### config.mk
export PLATFORM = sky130hd
export DESIGN_NAME = kmp_stream_matcher
export DESIGN_NICKNAME = d
export VERILOG_FILES = /design/src/hdl/kmp_pkg.sv /design/src/hdl/kmp_stream_matcher.sv /design/src/hdl/kmp_cell.sv /design/src/hdl/kmp_stats.sv
export SDC_FILE = /design/constraint.sdc
export NUM_CORES = 1
export LEC_CHECK = 0
export ABC_CLOCK_PERIOD_IN_PS = 10100
export BUFFER_PORTS_ARGS = -buffer_cell sky130_fd_sc_hd__buf_2
export CAP_MARGIN = 10
export CORE_MARGIN = 4
export CORE_UTILIZATION = 40
export CTS_BUF_LIST = sky130_fd_sc_hd__clkbuf_4 sky130_fd_sc_hd__clkbuf_8
export CTS_CLUSTER_SIZE = 10
export DETAILED_ROUTE_END_ITERATION = 7
export PLACE_DENSITY = 0.54
export SETUP_SLACK_MARGIN = 0.02
export SLEW_MARGIN = 10
export SYNTH_ARGS = -nofsm -noshare
export SYNTH_HDL_FRONTEND = slang
export SYNTH_HIERARCHICAL = 1
export SYNTH_SLANG_ARGS = --single-unit
### constraint.sdc
create_clock -name clk -period 10.1 [get_ports clk]
set_input_delay 2.525 -clock clk [delete_from_list [all_inputs] [get_ports clk]]
set_output_delay 2.525 -clock clk [all_outputs]
set_load 0.005 [all_outputs]
### src/hdl/kmp_pkg.sv
// shared types, constants and helpers for the kmp stream matcher
`timescale 1ns / 1ps
package kmp_pkg;

  localparam int KMP_PATTERN_DEPTH = 16;
  localparam int KMP_COUNT_WIDTH   = 32;
  localparam int KMP_OUT_WIDTH     = 32;

  // utf-8 continuation bytes look like 10xxxxxx
  localparam logic [7:0] CONT_MASK = 8'hC0;
  localparam logic [7:0] CONT_TAG  = 8'h80;

  localparam logic STATUS_OK      = 1'b0;
  localparam logic STATUS_REFUSED = 1'b1;

  typedef enum logic [1:0] {
    FUNC_CLEAR  = 2'd0,
    FUNC_APPEND = 2'd1,
    FUNC_TEXT   = 2'd2
  } kmp_func_t;

  typedef struct packed {
    kmp_func_t  func;
    logic [7:0] data_byte;
  } kmp_in_t;

  typedef struct packed {
    logic                     match_found;
    logic [KMP_OUT_WIDTH-1:0] shift_chars;
    logic [KMP_OUT_WIDTH-1:0] occurrence_count;
    logic                     status;
  } kmp_out_t;

  // broadcast to every cell of the row
  typedef struct packed {
    logic       clear;
    logic       append;
    logic       text;
    logic [7:0] data_byte;
  } kmp_cell_ctrl_t;

  // events for the counter unit
  typedef struct packed {
    logic clear;
    logic pat_char;
    logic text_char;
    logic match;
  } kmp_stat_ev_t;

  function automatic logic starts_char(input logic [7:0] b);
    starts_char = (b & CONT_MASK) != CONT_TAG;
  endfunction

endpackage

### src/hdl/kmp_stream_matcher.sv
// top level of the byte-stream kmp matcher
`timescale 1ns / 1ps
// Streaming exact-match engine for a byte pattern of up to PATTERN_DEPTH bytes. Send a clear
// item first, then the pattern one byte per append item, then text one byte per text item.
// Every item gives exactly one result item, in the cycle after it is taken; the block takes one
// item per cycle unless stalled, set by the single pass of the text byte through the cell row.
// Each cell holds one pattern byte and a bit saying that the pattern prefix ending in that
// cell matches the text so far; the bit moves one cell along per text byte, which finds every
// occurrence, overlapping ones included, just as a kmp failure walk does. A match reports the
// start offset in utf-8 characters (bytes that are not 10xxxxxx) and the saturating count of
// occurrences since clear. Appends after text has started, or past a full pattern, are
// refused with status 1 and change nothing. An empty pattern never matches. The output holds
// in a register while stalled and the input is stalled only while that register is full
// and not being taken.
module kmp_stream_matcher
  import kmp_pkg::*;
#(
  parameter int PATTERN_DEPTH = KMP_PATTERN_DEPTH,
  parameter int COUNT_WIDTH   = KMP_COUNT_WIDTH
) (
  input  logic     clk,
  input  logic     rst_n,
  input  logic     in_valid,
  output logic     in_stall,
  input  kmp_in_t  in_data,
  output logic     out_valid,
  input  logic     out_stall,
  output kmp_out_t out_data
);

  // pattern length needs to hold the depth itself
  localparam int LW = $clog2(PATTERN_DEPTH + 1);

  logic           accept;
  logic           is_clear, is_text, append_ok, refuse, start_char;
  logic [LW-1:0]  len_r, len_nxt;
  logic           started_r, started_nxt;
  logic           match;

  logic [PATTERN_DEPTH-1:0] load_vec, act_vec, last_vec, hit_vec;

  kmp_cell_ctrl_t cell_ctrl;
  kmp_stat_ev_t   stat_ev;

  logic [KMP_OUT_WIDTH-1:0] shift_chars, occ_count;

  logic     out_valid_r;
  kmp_out_t out_data_r;

  // input side waits only on a held, stalled result
  assign in_stall = out_valid_r && out_stall;
  assign accept   = in_valid && !in_stall;

  assign start_char = starts_char(in_data.data_byte);

  // item decode
  always_comb begin
    is_clear  = 1'b0;
    is_text   = 1'b0;
    append_ok = 1'b0;
    refuse    = 1'b0;
    case (in_data.func)
      FUNC_CLEAR: begin
        is_clear = 1'b1;
      end
      FUNC_APPEND: begin
        refuse    = started_r || (len_r == LW'(PATTERN_DEPTH));
        append_ok = !refuse;
      end
      FUNC_TEXT: begin
        is_text = 1'b1;
      end
      default: begin
      end
    endcase
  end

  // control state
  always_comb begin
    len_nxt     = len_r;
    started_nxt = started_r;
    if (is_clear) begin
      len_nxt     = '0;
      started_nxt = 1'b0;
    end else if (append_ok) begin
      len_nxt = len_r + 1'b1;
    end else if (is_text) begin
      started_nxt = 1'b1;
    end
  end

  always_ff @(posedge clk) begin
    if (!rst_n) begin
      len_r     <= '0;
      started_r <= 1'b0;
    end else if (accept) begin
      len_r     <= len_nxt;
      started_r <= started_nxt;
    end
  end

  // broadcast to the cell row, gated by the handshake
  assign cell_ctrl.clear     = accept && is_clear;
  assign cell_ctrl.append    = accept && append_ok;
  assign cell_ctrl.text      = accept && is_text;
  assign cell_ctrl.data_byte = in_data.data_byte;

  genvar gi;
  generate
    for (gi = 0; gi < PATTERN_DEPTH; gi++) begin : g_cell
      logic prev_act;
      if (gi == 0) begin : g_head
        // the empty prefix always matches
        assign prev_act = 1'b1;
      end else begin : g_link
        assign prev_act = act_vec[gi-1];
      end

      assign load_vec[gi] = (len_r == LW'(gi));

      kmp_cell u_cell (
        .clk      (clk),
        .rst_n    (rst_n),
        .ctrl     (cell_ctrl),
        .load_sel (load_vec[gi]),
        .prev_act (prev_act),
        .act      (act_vec[gi]),
        .last     (last_vec[gi]),
        .hit      (hit_vec[gi])
      );
    end
  endgenerate

  // only the cell flagged last can report; no flag means empty pattern
  assign match = is_text && (|hit_vec);

  assign stat_ev.clear     = is_clear;
  assign stat_ev.pat_char  = append_ok && start_char;
  assign stat_ev.text_char = is_text && start_char;
  assign stat_ev.match     = match;

  kmp_stats #(
    .COUNT_WIDTH (COUNT_WIDTH),
    .PCW         (LW)
  ) u_stats (
    .clk              (clk),
    .rst_n            (rst_n),
    .en               (accept),
    .ev               (stat_ev),
    .shift_chars      (shift_chars),
    .occurrence_count (occ_count)
  );

  // result register
  always_ff @(posedge clk) begin
    if (!rst_n) begin
      out_valid_r <= 1'b0;
    end else if (accept) begin
      out_valid_r <= 1'b1;
    end else if (!out_stall) begin
      out_valid_r <= 1'b0;
    end
  end

  always_ff @(posedge clk) begin
    if (accept) begin
      out_data_r.match_found      <= match;
      out_data_r.shift_chars      <= shift_chars;
      out_data_r.occurrence_count <= occ_count;
      out_data_r.status           <= refuse ? STATUS_REFUSED : STATUS_OK;
    end
  end

  assign out_valid = out_valid_r;
  assign out_data  = out_data_r;

`ifndef SYNTH
  // a held result must block the input side
  a_hold_blocks_input: assert property (@(posedge clk) disable iff (!rst_n)
    (out_valid_r && out_stall) |-> in_stall)
    else $error("input taken while result held");

  // at most one cell marks the pattern end
  a_single_last: assert property (@(posedge clk) disable iff (!rst_n)
    $onehot0(last_vec))
    else $error("more than one last cell");

  // an empty pattern never reports a match
  a_empty_no_match: assert property (@(posedge clk) disable iff (!rst_n)
    (accept && is_text && (len_r == '0)) |=> !out_data.match_found)
    else $error("match on empty pattern");

  // clear empties the pattern and the occurrence count
  a_clear_zeroes: assert property (@(posedge clk) disable iff (!rst_n)
    (accept && is_clear) |=> ((len_r == '0) && (out_data.occurrence_count == '0)))
    else $error("clear left state behind");
`endif

endmodule

### src/hdl/kmp_cell.sv
// one cell of the matcher row: a pattern byte and its partial-match bit
`timescale 1ns / 1ps
module kmp_cell
  import kmp_pkg::*;
(
  input  logic           clk,
  input  logic           rst_n,
  input  kmp_cell_ctrl_t ctrl,
  input  logic           load_sel,
  input  logic           prev_act,
  output logic           act,
  output logic           last,
  output logic           hit
);

  logic [7:0] byte_r;
  logic       act_r;
  logic       act_nxt;
  logic       last_r;

  // prefix of length index+1 ends at the current text byte
  assign act_nxt = prev_act && (byte_r == ctrl.data_byte);
  assign hit     = last_r && act_nxt;
  assign act     = act_r;
  assign last    = last_r;

  always_ff @(posedge clk) begin
    if (!rst_n || ctrl.clear) begin
      act_r  <= 1'b0;
      last_r <= 1'b0;
    end else begin
      if (ctrl.append) begin
        last_r <= load_sel;
      end
      if (ctrl.text) begin
        act_r <= act_nxt;
      end
    end
  end

  always_ff @(posedge clk) begin
    if (ctrl.append && load_sel) begin
      byte_r <= ctrl.data_byte;
    end
  end

endmodule

### src/hdl/kmp_stats.sv
// character and occurrence counters, match offset
`timescale 1ns / 1ps
module kmp_stats
  import kmp_pkg::*;
#(
  parameter int COUNT_WIDTH = KMP_COUNT_WIDTH,
  parameter int PCW         = 5
) (
  input  logic                     clk,
  input  logic                     rst_n,
  input  logic                     en,
  input  kmp_stat_ev_t             ev,
  output logic [KMP_OUT_WIDTH-1:0] shift_chars,
  output logic [KMP_OUT_WIDTH-1:0] occurrence_count
);

  localparam int EXT_W = (COUNT_WIDTH > KMP_OUT_WIDTH) ? COUNT_WIDTH : KMP_OUT_WIDTH;

  logic [COUNT_WIDTH-1:0] text_cnt_r, text_cnt_nxt;
  logic [COUNT_WIDTH-1:0] match_tot_r, match_tot_nxt;
  logic [PCW-1:0]         pat_cnt_r, pat_cnt_nxt;
  logic [EXT_W-1:0]       text_ext, pat_ext, shift_ext, occ_ext;

  always_comb begin
    text_cnt_nxt  = text_cnt_r;
    match_tot_nxt = match_tot_r;
    pat_cnt_nxt   = pat_cnt_r;
    if (ev.clear) begin
      text_cnt_nxt  = '0;
      match_tot_nxt = '0;
      pat_cnt_nxt   = '0;
    end else begin
      if (ev.text_char && (text_cnt_r != '1)) begin
        text_cnt_nxt = text_cnt_r + 1'b1;
      end
      if (ev.match && (match_tot_r != '1)) begin
        match_tot_nxt = match_tot_r + 1'b1;
      end
      if (ev.pat_char) begin
        pat_cnt_nxt = pat_cnt_r + 1'b1;
      end
    end
  end

  // offset uses the text count including this byte
  always_comb begin
    text_ext  = EXT_W'(text_cnt_nxt);
    pat_ext   = EXT_W'(pat_cnt_r);
    occ_ext   = EXT_W'(match_tot_nxt);
    shift_ext = '0;
    if (ev.match && (text_ext >= pat_ext)) begin
      shift_ext = text_ext - pat_ext;
    end
  end

  assign shift_chars      = shift_ext[KMP_OUT_WIDTH-1:0];
  assign occurrence_count = occ_ext[KMP_OUT_WIDTH-1:0];

  always_ff @(posedge clk) begin
    if (!rst_n) begin
      text_cnt_r  <= '0;
      match_tot_r <= '0;
      pat_cnt_r   <= '0;
    end else if (en) begin
      text_cnt_r  <= text_cnt_nxt;
      match_tot_r <= match_tot_nxt;
      pat_cnt_r   <= pat_cnt_nxt;
    end
  end

endmodule
---- Word-level counts from Yosys, hierarchy flattened ----
Index checks and enable logic that the tools add are counted.
cells by class
  shifts and indexed selects .............. 0
  order comparisons ....................... 1
  $add $sub $neg .......................... 5
  reductions and logical operators ........ 72
  div/mod/pow operators ................... 0
  mux-type cells .......................... 18
  multiply operators ...................... 0
  bitwise gates (word level) .............. 0
  equality and inequality tests ........... 39
operators with widths
  kind                     count
  $eq A8 B8 Y1             16
  $mux W32                 4
  $add A32 B1 Y32 const B  2
  $ne A32 B32 Y1 const B   2
  $logic_and A1 B1 Y1      58
  $eq A5 B4 Y1 const B     8
  $ge A32 B5 Y1            1
  $sub A32 B5 Y32          1
  $eq A5 B3 Y1 const B     4
  $mux W5                  4
  $reduce_or A16 Y1        1
  $add A5 B1 Y5 const B    2
  $eq A5 B2 Y1 const B     2
  $mux W1                  10
  $reduce_bool A2 Y1       3
  $eq A5 B1 Y1 const B     1
  $eq A5 B5 Y1 const B     1
  $logic_not A5 Y1         1
  $ne A2 B2 Y1 const B     2
  $reduce_and A2 Y1        2
  $logic_not A1 Y1         3
  $reduce_and A3 Y1        1
  $eq A2 B1 Y1 const B     1
  $eq A2 B2 Y1 const B     1
  3 further kinds          4
storage, ports and cells
  word-level logic and storage cells ...... 192
  memory bits (read-only) ................. 0
  output and inout bits ................... 68
  memories ................................ 0
  input port bits ......................... 14
  RAM bits ................................ 0
  flip-flop bits (word level) ............. 301
  latch bits .............................. 0

---- Logic depth before layout (Yosys ltp) ----
Gate-level depths: netlist of the first run.
  word-level depth ........................ 8
  gate-level depth with buffers ........... 22
  mapped depth without buffers ............ 18

---- Cells and area by module ----
Netlist of the first run, hierarchy kept.
by module, submodules not included
  module              cells an instance  area each (um2)  seq. area each (um2)  times used
  kmp_cell            29                 416.6            280.3                 16
  kmp_stats           791                5654.2           1381.3                1
  kmp_stream_matcher  147                2582.5           2122.0                1

---- Worst setup path after synthesis of the first run ----
OpenSTA, ideal clock, no wires.
  path type ............................... input -> register
  from .................................... in in_data[9] (netlist bit)
  to ...................................... reg out_data_r, in the netlist out_data[58] (data pin)
  required time ........................... 9.954 ns
  setup slack ............................. 3.554 ns
  data arrival time ....................... 6.400 ns
  library setup time ...................... 0.146 ns
  cell stages on the path ................. 17
  path buffers ............................ 5
  path through ............................ nor2_1 -> clkbuf_1 -> clkbuf_1 -> buf_2 -> clkbuf_1 -> buf_1 -> a21oi_1 -> ha_1 -> nor2b_1 -> o21ai_0 -> a21boi_0 -> o21ai_0 -> nor3b_1 -> nor3b_4 -> nand2_1 -> or4_1 -> a21oi_1
between the ends
  word-level cells in the longest chain between the ends .. 8
  elaborated cells on any way between the ends .. 12
  those cells by class .................... add/sub: 1; order compare: 1; eq/ne: 1; mux: 4; reduce/logical: 5
ends and longest elaborated chain
  item                               RTL line                   text
  start: declaration                 kmp_stream_matcher.sv:25   input kmp_in_t in_data,
  $eq A2 B2 Y1                       kmp_stream_matcher.sv:62   case (in_data.func)
  $mux W1                            kmp_stream_matcher.sv:62
  $logic_and A1 B1 Y1                kmp_stream_matcher.sv:139  assign stat_ev.text_char = is_text && start_char;
  $logic_and A1 B1 Y1                kmp_stats.sv:33            if (ev.text_char && (text_cnt_r != '1)) begin
  $mux W32                           kmp_stats.sv:33
  $mux W32 (*)                       kmp_stats.sv:28            if (ev.clear) begin
  named net u_stats.text_cnt_nxt[1]  kmp_stats.sv:19            logic [COUNT_WIDTH-1:0] text_cnt_r, text_cnt_nxt;
  $ge A32 B5 Y1                      kmp_stats.sv:51            if (ev.match && (text_ext >= pat_ext)) begin
  $logic_and A1 B1 Y1                kmp_stats.sv:51
  end: declaration                   kmp_stream_matcher.sv:48   kmp_out_t out_data_r;
Mark *: on every way through the listed nets, which the timed path passes. The rest lies on a longest branch.
A chain may end at the register's enable or synchronous reset.

==> results of run 1 <==
state kept, by name, summed over array words and instances (netlist names):
| signal | flops |
|---|---|
| g_cell.u_cell/byte_r | 128 |
| u_stats/text_cnt_r | 32 |
| out_valid | 1 |
| g_cell.u_cell/last | 16 |
| u_stats/match_tot_r | 32 |
| len_r | 5 |
| u_stats/pat_cnt_r | 5 |
| out_data | 66 |
| g_cell.u_cell/act | 15 |
| started_r | 1 |
metal layers:
| metal | track usage, % | routed length, µm |
|---|---|---|
| met1 | 23.8 | 16900 |
| met4 | 5.16 | 823 |
| met3 | 3.51 | 1300 |
| met2 | 29.1 | 16800 |
| met5 | 0 | 0 |
stage by stage:
stage,worst slack [ns],cells,instance area (µm²),power (mW)
6_report,3.33,2010,16900,2.65
3_3_place_gp,2.80,1908,15700,1.50
2_1_floorplan,3.55,1399,14900,1.44
3_5_place_dp,2.75,1908,15700,1.50
5_1_grt,2.90,2010,16900,2.77
4_1_cts,3.42,2010,16900,2.70
cell type report:
type / instances / share of cell area (%)
Inverter: 27 / 0.615
Multi-Input combinational cell: 1021 / 39.1
Timing Repair Buffer: 91 / 2.85
Clock buffer: 84 / 6.18
Tap cell: 468 / 3.47
Sequential cell: 301 / 47.2
Clock inverter: 18 / 0.549
power breakdown:
part / switching, mW / total (mW) / internal, mW
Clock: 0.519 / 1.18 / 0.658
Sequential: 0.00628 / 1.33 / 1.32
Combinational: 0.0992 / 0.145 / 0.0458
Total: 0.625 / 2.65 / 2.03
worst reg2reg max path, delay by kind of cell (launching register included):
family | cells | cell delay [ns]
fa+ha+maj | 1 | 0.41
flops | 1 | 0.62
compound gates | 2 | 0.74
simple gates | 13 | 3.17
xor+xnor | 1 | 0.14
buf+inv | 1 | 0.36
cells in the final DEF, fill, tap and decap left out, types with 19 or more instances in the layout:
cell type and n:
and3_1 19, o21a_1 20, buf_2 81, o21ai_0 41
nor2_1 193, clkbuf_8 66, nor3_1 26, nand2_1 58
and2_1 33, inv_1 24, xnor2_1 103, edfxtp_1 194
xor2_1 96, mux2i_1 25, nand4_1 52, nor2b_1 47
nor4_1 33, a21oi_1 51, nand3_1 52, dfxtp_1 107
path summary, 6_finish.rpt:
kind,start,endpoint,slack [ns],cells after the start
worst max-delay path,in_data[7],out_data[43],3.33,20
worst min-delay path,g_cell[14].u_cell/act,g_cell[14].u_cell/act,0.49,2
worst max register to register,u_stats/text_cnt_r[17],out_data[43],4.41,18
worst min register to register,g_cell[14].u_cell/act,g_cell[14].u_cell/act,0.49,2
==> flow_metrics.tcl, run 1 <==
set metrics [dict create \
    critPathMaxFanout 33 \
    timing.hold.ws_ns 0.486 \
    worst_ir_drop_vdd_mv 0.0984 \
    slowest_stage "nor3b_4" \
    io_pins 82 \
    post_cts.repair.setup_buffers 0 \
    htree_levels 2 \
    critPathLaunchType "input port" \
    min_path_type "reg -> reg" \
    core_area_um2 36600 \
    cap_viol_max_count 0 \
    io_buffer_count 81 \
    arrival_ns 7.16 \
    multiInputGateArea_um2 6600 \
    grt_pass1_vias 10700 \
    drt-initial-drc-count 633 \
    outcome "finished clean" \
    tns_ns 0 \
    regArea_um2 7970 \
    cts_tree "built" \
    setup_viol 0 \
    grt-ovfl-total 0 \
    fill_cells 3496 \
    fin_crit_sh_pct 67.1 \
    fp.dieW_um 201 \
    max_slew.worst_pin.slew_ns 1.03 \
    wl_per_cell_um 17.8 \
    row_count 70 \
    max_slew_margin_pct 31.7 \
    grt_usage_pct 17.7 \
    drive_gt1_share_pct 13.9 \
    critical_path.endpoint_type "flop" \
    die_area_um2 40300 \
    yosysWarnings 6 \
    crit_family "simple AND/OR/NAND/NOR gates" \
    area_delta_synth_final_pct 13.5 \
    cpMostUsedCell "nand2_1" \
    dr.pass1.iters 5 \
    start_util_pct 40.6 \
    slowest_delay_ns 0.71 \
    cts_num_sinks 301 \
    drc_errors 0 \
    numCtsBuffers 54 \
    ctsResizeCount 0 \
    drtAntennaViolNets 0 \
    required_ns 10.48 \
    synth.cell_area_um2 14900 \
    cts_root_buffer "clkbuf_8" \
    path_buf_inv 4 \
    avgSynthCellArea_um2 10.6 \
    postCtsHoldBufs 0 \
    gp_congestion 0.778 \
    post-route-min-period_ns 6.77 \
    total_leakage_power_nw 5.79 \
    post-route-util_pct 46.1 \
    path_clk_slew_ns 0.06 \
    path_class "in -> reg" \
    dpl.hpwl_mm 22.3 \
    vias_per_cell 5.29 \
    p_per_area_nw_per_um2 157 \
    antenna_cells 0 \
    antenna_found_initial 0 \
    rsz0062_at_grt "false" \
    syn_inst 1398 \
    hold_viol_final 0 \
    worstSkewPairLatency_ns 0.64 \
    crit_chain "buf_2 -> buf_4 -> nor2b_1 -> nor2_1 -> nand2_1 -> xnor2_1 -> nand2_1 -> ha_1 -> inv_1 -> fa_1 -> nand2_1 -> nand2_1 -> a21oi_1 -> nor2b_1 -> nor3_1 -> nor3b_4 -> nand4b_4 -> o21ai_2 -> buf_4 -> nor2_1" \
    grt_max_degree 99 \
    grt_pass1_wl_mm 58.5 \
    fin_nets 1524 \
    slew_violations 0 \
    die-height_um 201 \
    max_freq_mhz 148 \
    wl_mm 35.9 \
    clock_path_buffers 3 \
    skew_ns 0.0410 \
    vias 10600 \
]
No activity file was read; power rests on OpenSTA's default activity.
==> run 2: changes to the inputs <==
ABC_CLOCK_PERIOD_IN_PS = 5500   (was 10100)
PLACE_DENSITY = 0.56   (was 0.54)
clock period = 5.5 ns   (was 10.1 ns; I/O delays follow)
==> run 2 against run 1 <==
First-iteration DRC count is 2.7% higher. Cell count increased by 1.5%. Sequential share of layout area decreased by 0.72 points. Non-clock buffer count grew 32. Count of clock-buffer cells in the layout shrank 1. Die area is the same. Clock skew rose by 0.017 ns. Global-route usage fell by 0.082 points. Utilization grew 0.72 points. Clock power is 81% higher. Total power increased by 83%. Largest power group unchanged.
==> flow_metrics.tcl, run 2 (synthesis gave the netlist of run 1 again) <==
set metrics [dict create \
    largest_reg_flops 128 \
    vias 10800 \
    p_seq_share_pct 50.3 \
    cts_root_buffer "clkbuf_8" \
    rr_worst_depth 17 \
    antenna_cells 0 \
    min_path_type "reg -> reg" \
    die-height_um 201 \
    drc_errors 0 \
    antenna_found_initial 1 \
    slew_violations 0 \
    fin_nets 1555 \
    gp_congestion 0.825 \
    max_slew_margin_pct 47.3 \
    path_clk_slew_ns 0.06 \
    grt-ovfl-total 0 \
    post-route-util_pct 46.8 \
    drive_gt1_share_pct 15.5 \
    die_area_um2 40300 \
    critPathMaxFanout 12 \
    comb_power_share_pct 5.8 \
    numCtsBuffers 53 \
    p_sw_share_pct 23.3 \
    fp.dieW_um 201 \
    clock_path_buffers 3 \
    p_int_mw 3.72 \
    worst_ir_drop_vdd_mv 0.157 \
    area_delta_synth_final_pct 15.3 \
    final_common_cell "edfxtp_1" \
    arrival_ns 5.32 \
    critPathLaunchType "flop" \
    rsz0062_at_grt "false" \
    htree_levels 2 \
    postCtsHoldBufs 0 \
    ctsResizeCount 0 \
    hold_viol_final 0 \
    row_count 70 \
    dpl.hpwl_mm 23.4 \
    tns_ns 0 \
    outcome "finished clean" \
    required_ns 6.00 \
    dpl-instance-area_um2 16000 \
    post-route-min-period_ns 4.81 \
    wl_mm 36.0 \
    dr.pass1.iters 4 \
    fin_crit_sh_pct 87.5 \
    wl_per_cell_um 17.7 \
    grt_usage_pct 17.6 \
    finalInstanceArea_um2 17100 \
    cts_tree "built" \
    post_cts.repair.setup_buffers 0 \
    clkPwrFrac_pct 43.9 \
    max_slew.worst_pin.slew_ns 0.790 \
    skew_ns 0.0575 \
    drtAntennaViolNets 0 \
    drt-initial-drc-count 650 \
    power_mw 4.85 \
    cap_viol_max_count 0 \
    vias_per_cell 5.31 \
    critical_path.endpoint_type "flop" \
    core_area_um2 36600 \
    io_buffer_count 81 \
    max_freq_mhz 208 \
    top_register "g_cell.u_cell/byte_r" \
    switchingPower_mw 1.13 \
    fill_cells 3421 \
    grt_max_degree 75 \
    io_pins 82 \
    setup_viol 0 \
    worstSkewPairLatency_ns 0.65 \
    grt_pass1_vias 10700 \
    cts_num_sinks 301 \
    total_leakage_power_nw 5.96 \
    grt_pass1_wl_mm 58.1 \
    whs_path_depth 2 \
    start_util_pct 40.6 \
    p_per_area_nw_per_um2 283 \
    timing.hold.ws_ns 0.483 \
    path_class "reg -> reg" \
    final_cell_mix "194 x edfxtp_1, 193 x nor2_1, 107 x dfxtp_1" \
]
## run 2: cell count changes in the layout (fill, tap and decap cells not counted), sizes merged
cell / before / now
clkinvlp: 2 / 0
bufinv: 0 / 1
buf: 91 / 123
inv: 27 / 28
clkinv: 16 / 15
clkbuf: 84 / 83
## run 2: power groups by stage
| stage | logic (mW) | clock network (mW) | registers, mW |
|---|---|---|---|
| global placement | 0.285 | 0 | 2.49 |
| global route | 0.313 | 2.30 | 2.44 |
| CTS | 0.289 | 2.20 | 2.44 |
| finish | 0.283 | 2.13 | 2.44 |
| detailed placement | 0.288 | 0 | 2.49 |
| floorplan | 0.145 | 0 | 2.49 |
## run 2: layer usage
layer  up-vias  global-route usage (%)  wire, µm
li1       5309                       -         -
met1      5235                    23.6     16900
met2       227                    28.5     16600
met3        62                    3.72      1570
met4         0                    5.95      1020
met5         -                       0         0
## run 2: layout make-up
type | instances | area, µm² | area share [%]
clock buffer | 83 | 992 | 5.79
clock inverter | 17 | 110 | 0.642
timing repair buffer | 123 | 783 | 4.57
multi-input combinational | 1021 | 6600 | 38.5
inverter | 27 | 104 | 0.606
tap | 468 | 586 | 3.42
sequential | 301 | 7970 | 46.5
## run 2: final timing paths
path	startpoint	end	slack, ns
hold reg to reg	g_cell[14].u_cell/act	g_cell[14].u_cell/act	0.48
hold / removal	g_cell[14].u_cell/act	g_cell[14].u_cell/act	0.48
setup reg to reg	u_stats/text_cnt_r[17]	out_data[58]	0.69
setup / recovery	u_stats/text_cnt_r[17]	out_data[58]	0.69
## run 2: per-stage QoR
step	cells	worst slack, ns
after detailed placement	1940	0.130
after global placement	1940	0.238
after floorplan	1399	0.104
after global routing	2040	0.217
after CTS	2040	0.753
final	2040	0.685
## run 2: critical path: stages (launching register included)
cell and delay (ns):
dfxtp_1 0.62, nand4_4 0.27, nor4_4 0.26, buf_4 0.22, nand4_1 0.20, and2_1 0.26, nand2_1 0.07, a21oi_1 0.08
ha_1 0.31, nor2b_1 0.13, o21ai_0 0.21, a21boi_0 0.15, o21ai_0 0.23, nor3b_1 0.29, nor3b_4 0.50, nand2_1 0.18
or4_1 0.54, a21oi_1 0.17
